[src/hdl/cttot_pkg.sv]
// Shared types and constants for the charge to time-over-threshold block.
// No dependencies; imported by the divider and the top level.
package cttot_pkg;

    // default widths of the charge field and of the time fraction
    localparam int CHARGE_BITS_DEF = 20;
    localparam int FRAC_BITS_DEF   = 8;

    // fixed field widths
    localparam int TIME_W    = 30;
    localparam int CFG_W     = 20;
    localparam int CFG_IDX_W = 3;
    localparam int REG16_W   = 16;
    localparam int THRESH_W  = 20;

    // register reset values and the stand-in for a zero fall rate
    localparam logic [REG16_W-1:0] FALL_RATE_RST    = 16'd60;
    localparam logic [REG16_W-1:0] CLOCK_PERIOD_RST = 16'd2560;
    localparam logic [REG16_W-1:0] FALL_RATE_DEF    = 16'd60;

    // register indexes of the write port
    typedef enum logic [CFG_IDX_W-1:0] {
        CFG_RISE_TIME    = 3'd0,
        CFG_FALL_RATE    = 3'd1,
        CFG_THRESHOLD    = 3'd2,
        CFG_CLOCK_PERIOD = 3'd3,
        CFG_START_OFFSET = 3'd4
    } t_cfg_idx;

endpackage

[src/hdl/cttot_div.sv]
// Pipelined restoring divider, one quotient bit per register stage, several lanes.
// Uses cttot_pkg by convention; no other modules.
module cttot_div #(
    parameter int NW    = 36,
    parameter int DW    = 20,
    parameter int LANES = 1,
    parameter int SW    = 1
) (
    input  logic                         i_clk,
    input  logic                         i_rst_n,
    input  logic                         i_en,
    input  logic                         i_valid,
    input  logic [SW-1:0]                i_side,
    input  logic [LANES-1:0][NW-1:0]     i_num,
    input  logic [LANES-1:0][DW-1:0]     i_den,
    output logic                         o_valid,
    output logic [SW-1:0]                o_side,
    output logic [LANES-1:0][NW-1:0]     o_quot
);
    import cttot_pkg::*;

    localparam int AW = DW + NW;

    logic [LANES-1:0][AW-1:0] r_acc  [NW];
    logic [LANES-1:0][DW-1:0] r_den  [NW];
    logic [SW-1:0]            r_side [NW];
    logic                     r_vld  [NW];

    for (genvar s = 0; s < NW; s++) begin : g_stage
        logic [LANES-1:0][AW-1:0] a_in;
        logic [LANES-1:0][DW-1:0] d_in;
        logic [SW-1:0]            s_in;
        logic                     v_in;
        logic [LANES-1:0][AW-1:0] n_acc;

        // pick up the previous stage, or the input port for the first one
        if (s == 0) begin : g_first
            always_comb begin
                for (int l = 0; l < LANES; l++) begin
                    a_in[l] = {{DW{1'b0}}, i_num[l]};
                end
                d_in = i_den;
                s_in = i_side;
                v_in = i_valid;
            end
        end else begin : g_next
            always_comb begin
                a_in = r_acc[s-1];
                d_in = r_den[s-1];
                s_in = r_side[s-1];
                v_in = r_vld[s-1];
            end
        end

        // shift in one numerator bit, subtract the divisor when it fits
        always_comb begin
            logic [DW:0] v_top;
            logic [DW:0] v_diff;
            v_top  = '0;
            v_diff = '0;
            for (int l = 0; l < LANES; l++) begin
                v_top  = a_in[l][AW-1:NW-1];
                v_diff = v_top - {1'b0, d_in[l]};
                if (v_top >= {1'b0, d_in[l]}) begin
                    n_acc[l] = {v_diff[DW-1:0], a_in[l][NW-2:0], 1'b1};
                end else begin
                    n_acc[l] = {v_top[DW-1:0], a_in[l][NW-2:0], 1'b0};
                end
            end
        end

        always_ff @(posedge i_clk) begin
            if (!i_rst_n) begin
                r_vld[s] <= 1'b0;
            end else if (i_en) begin
                r_vld[s] <= v_in;
            end
        end

        always_ff @(posedge i_clk) begin
            if (i_en) begin
                r_acc[s]  <= n_acc;
                r_den[s]  <= d_in;
                r_side[s] <= s_in;
            end
        end
    end

    // quotient sits in the low bits of the last accumulator
    always_comb begin
        for (int l = 0; l < LANES; l++) begin
            o_quot[l] = r_acc[NW-1][l][NW-1:0];
        end
    end
    assign o_valid = r_vld[NW-1];
    assign o_side  = r_side[NW-1];

endmodule
[config.mk]
export PLATFORM = sky130hd
export DESIGN_NAME = cttot_div
export DESIGN_NICKNAME = d
export VERILOG_FILES = /design/src/hdl/cttot_pkg.sv /design/src/hdl/cttot_div.sv
export SDC_FILE = /design/constraint.sdc
export NUM_CORES = 2
export LEC_CHECK = 0
export ABC_AREA = 1
export ABC_CLOCK_PERIOD_IN_PS = 2900
export BUFFER_PORTS_ARGS = -buffer_cell sky130_fd_sc_hd__buf_2
export CAP_MARGIN = 20
export CELL_PAD_IN_SITES_DETAIL_PLACEMENT = 1
export CELL_PAD_IN_SITES_GLOBAL_PLACEMENT = 2
export CORE_UTILIZATION = 42
export DETAILED_ROUTE_END_ITERATION = 8
export PLACE_DENSITY_LB_ADDON = 0.05
export SETUP_SLACK_MARGIN = 0.4
export SYNTH_ARGS = -nofsm -noshare
export SYNTH_HDL_FRONTEND = slang
export SYNTH_SLANG_ARGS = --single-unit
[constraint.sdc]
create_clock -name i_clk -period 2.9 [get_ports i_clk]
set_clock_uncertainty 0.1 [all_clocks]
set_input_delay 0.58 -clock i_clk [delete_from_list [all_inputs] [get_ports i_clk]]
set_output_delay 0.58 -clock i_clk [all_outputs]
set_load 0.03 [all_outputs]
# --- Yosys cells after proc, flatten, opt, wreduce, memory -nomap -nowiden ---
# Memories as Yosys holds them, arrays and structs flattened.
# Index checks and enable logic that the tools add are counted.
word_totals:
  regBits: 0
  latch_bits: 0
  ramBits: 2808
  romBits: 0
  output_inout_bits: 38
  n_memories: 4
classes:
  n_addsub: 36
  multipliers: 0
  div: 0
  n_lt_le_gt_ge: 36
  n_eq_ne: 0
  shift: 0
  n_mux: 77
  n_bitwise: 36
  reduce_logical: 0
memory_table:
  columns: ["memory", "depth", "word_bits", "rd", "rd_clocked_by_memory_dff", "wr", "line", "rtl"]
  rows:
  - ["r_acc", 36, 56, 36, 0, 36, "cttot_div.sv:24", "logic [LANES-1:0][AW-1:0] r_acc [NW];"]
  - ["r_den", 36, 20, 35, 0, 36, "cttot_div.sv:25", "logic [LANES-1:0][DW-1:0] r_den [NW];"]
  - ["r_side", 36, 1, 36, 0, 36, "cttot_div.sv:26", "logic [SW-1:0] r_side [NW];"]
  - ["r_vld", 36, 1, 36, 0, 36, "cttot_div.sv:27", "logic r_vld [NW];"]
ops:
  columns: ["operator", "n"]
  rows:
  - ["$mux 56", 36]
  - ["$ge 21x20->1", 35]
  - ["$sub 20x20->20", 35]
  - ["$mux 1", 41]
  - ["$or 1x1->1", 36]
  - ["$ge 1x20->1", 1]
  - ["$sub 1x20->20", 1]

# --- Depth between registers and ports, before layout ---
depth:
  ltp_word: 4
  depth_mapped: 14

# --- Least setup slack after synthesis ---
# No wires, ideal clock.
synth_timing:
  path_kind: "input to register"
  startpoint: "input port i_num[35] in the netlist's numbering"
  endpoint: "memory r_acc[0][40] in the netlist's numbering (data pin)"
  setup_time_ns: 0.140
  arrival_ns: 1.899
  t_required_ns: 2.660
  setup_slack_ns: 0.760
  stages: 13
  path_buffers: 1
  path_cell_list: "inv_1 ha_1 inv_1 ha_1 nand3_2 nor2_2 nand2_1 inv_1 nand4_1 nand2_1 nand2_1 buf_4 a21oi_2"
synth_rtl:
  columns: ["item", "line", "rtl"]
  rows:
  - ["start: declaration", "cttot_div.sv:14", "input logic [LANES-1:0][NW-1:0] i_num,"]
  - ["end: declaration", "cttot_div.sv:24", null]

==> impl_metrics.ini <==
[outcome]
status = complete, no violations

[critical_path]
timing.rr.start = r_acc[2][44]
r2r_end = r_acc[2][110]
cp_slowest_cell = edfxtp_1
cp.arrival_ns = 3.02
r2r_slack_ns = 0.42
cp_slowest_stage_delay_ns = 0.42
cp.required_ns = 3.44
worstSetupPathType = register to register
cp-end-kind = register
worstSetupEndpoint = r_acc[2][110]
crit_fanout = 4
critPathLaunchType = register
reg2reg_depth = 9
cp_num_buf_inv = 1
path_cells = ha_1, nand2_1, inv_1, a21oi_1, nand3_1, nand2_1, nand3_1, nand3_1, nand2_1
critical_path.startpoint = r_acc[2][44]
crit_family = simple AND/OR/NAND/NOR gates
cp.depth = 9

[logic_synthesis]
synth-main-ff-cell = edfxtp_1
syn_area_per_cell_um2 = 9.69
yosys_warnings = 0
yosysSeqAreaShare_pct = 59.5
async_reset_ff_share_pct = 0
synth_edf_count = 2767
ys_ff_latch = 2768
synth_nets = 15200
postSynthCellCount = 14400
syn_area_um2 = 140000
ys_types = 33

[sta]
fin_crit_ns = 2.48
rsz0062_at_grt = true
finalCritPeriodShare_pct = 85.4
setup_violations = 0
drv_slew = 0
worstMarginPinSlew_ns = 0.814
finalSetupTns_ns = 0
timing.fmax_mhz = 404
slew_headroom_pct = 45.7
hold_violations = 0

[floorplanning]
die_area_um2 = 335000
die_h_um = 579
fp-row-count = 211
fp.dieW_um = 579
core_area_um2 = 331000
initial_core_util_pct = 42.3
io_pins = 99

[job]
maxCapViolCount = 0

[global_route]
grt_start_max_net_pins = 141
grt_pass1_vias = 102000
grt_usage_pct = 23.4
antenna_found_initial = 10
grt_pass1_wl_um = 604000
grt-ovfl-total = 0

[cells_and_area]
postLayoutCoreUtil_pct = 49.8
layout_common_cells = nand2_1 (4,931), edfxtp_1 (2,767), inv_1 (2,283)
layout_commonest_cell = nand2_1
drive_gt1_share_pct = 13.0
stdcell_count = 20000
fillers = 36600
final_nets = 16100
area_growth_syn_to_layout_pct = 17.9

[worst_hold_path]
hp-class = input pin to register

[routing]
wirelength_um = 401000
via_per_inst = 4.97
drt_iter0_markers = 5598
first_pass_iters = 5
wl_per_cell_um = 20.1
ant_nets = 0
dr_total_vias = 99100
drc = 0

[placement]
hpwl_um = 305000
dp_cells = 19000
io_buffers = 98
globalplace.congestion = 0.882

[power_and_ir_drop]
ir_worst_vdd_mv = 0.631
leakage_uw = 0.0731
pwr_density_cell_nw_per_um2 = 1050

[cts]
cts-root-buf = clkbuf_16
cts_max_level = 5
cts_tree = built
cts_buffer_depth = 4
clkSlewWorstSetupHoldPaths_ns = 0.06
cts_sinks = 2768
clk_latency_ns = 0.94
cts_made_buffers = 314
worst min path at each step:
stage / from / endpoint / slack (ns) / cells past startpoint
after floorplan: r_acc[0][56] / r_acc[0][113] / 0.30 / 0
after global placement: r_acc[7][131] / r_acc[7][188] / 0.30 / 0
after detailed placement: r_acc[1][65] / r_acc[1][122] / 0.31 / 0
after CTS: i_num[9] / r_acc[0][10] / 0.17 / 2
after global routing: i_num[2] / r_acc[0][3] / 0.23 / 2
final: i_num[33] / r_acc[0][34] / 0.26 / 2
stage by stage:
step	instance area (um2)	total power (uW)	hold slack [ns]	setup slack, ns
global route	165000	185000	0.233	0.363
detailed placement	147000	127000	0.305	-0.0883
global placement	147000	125000	0.300	-0.121
floorplan	140000	105000	0.300	0.760
finish	165000	173000	0.262	0.424
CTS	160000	170000	0.172	0.383
cell usage after synthesis (3+ instances only):
master,count,area share [%]
nand2_1,5052,14
nand4_1,43,0.19
nand3b_1,186,1.0
nand2_2,52,0.23
ha_1,702,6.3
inv_1,2320,6.2
inv_2,36,0.097
xnor2_1,39,0.24
nor2_2,24,0.11
fa_1,34,0.49
nand2_4,34,0.27
xor2_1,281,1.8
nor2_1,998,2.7
clkbuf_1,3,0.0081
nor3_2,21,0.15
o21bai_1,23,0.12
o21a_1,34,0.18
buf_4,30,0.16
nand3_2,34,0.24
o21ai_0,132,0.47
buf_6,73,0.59
inv_4,34,0.15
a21oi_2,19,0.12
o21ai_1,17,0.061
edfxtp_1,2767,59
nor3_1,96,0.34
a21oi_1,461,1.7
or2_2,4,0.018
nand3_1,866,3.1
routing by layer:
layer / routed length (um) / part of all wire [%] / track usage (%)
met5: 44 / 0.011 / 0
met4: 9780 / 2.4 / 6.08
met3: 14800 / 3.7 / 2.73
met2: 185000 / 46 / 38.0
met1: 192000 / 48 / 33.3
layout make-up:
type,instances,area (um2),area share (%)
inverters,2390,9110,5.53
flip-flops and latches,2768,83100,50.4
clock buffers,379,8200,4.97
well taps,4366,5460,3.32
repair buffers,687,5880,3.57
diodes,3,7.51,0.00456
multi-input cells,9162,50900,30.9
clock inverters,195,2150,1.30
registers in the layout, summed over array words and instances, names as in the netlist:
register,cells
r_acc,1996
r_den,700
r_side,36
r_vld,36
kinds of logic (layout without fill, tap and decap cells):
group	after synthesis	count (layout)	synth area share, %
fa+ha+maj	736	736	6.77
simple gates	7411	7419	21.9
xor+xnor	320	320	2.01
flops	2768	2768	59.5
buf+inv	2497	3651	7.24
other cells	0	3	0
compound gates	687	687	2.62
where the power goes:
group          leakage (uW)  switching [uW]  internal (uW)
logic                0.0410           47000          25500
registers            0.0271            5950          54600
clock network       0.00498           16900          23000
timing repair:
| item | in CTS | in global routing |
|---|---|---|
| endpoints found under the setup margin | 437 | 647 |
| gates cloned | 5 | 3 |
| endpoints found under the hold margin | 81 | 0 |
| resized for setup | 174 | 675 |
| setup buffers | 105 | 202 |
| hold buffers | 60 | 0 |
| pin swaps | 14 | 48 |
Power figures use the tool's default switching activity.
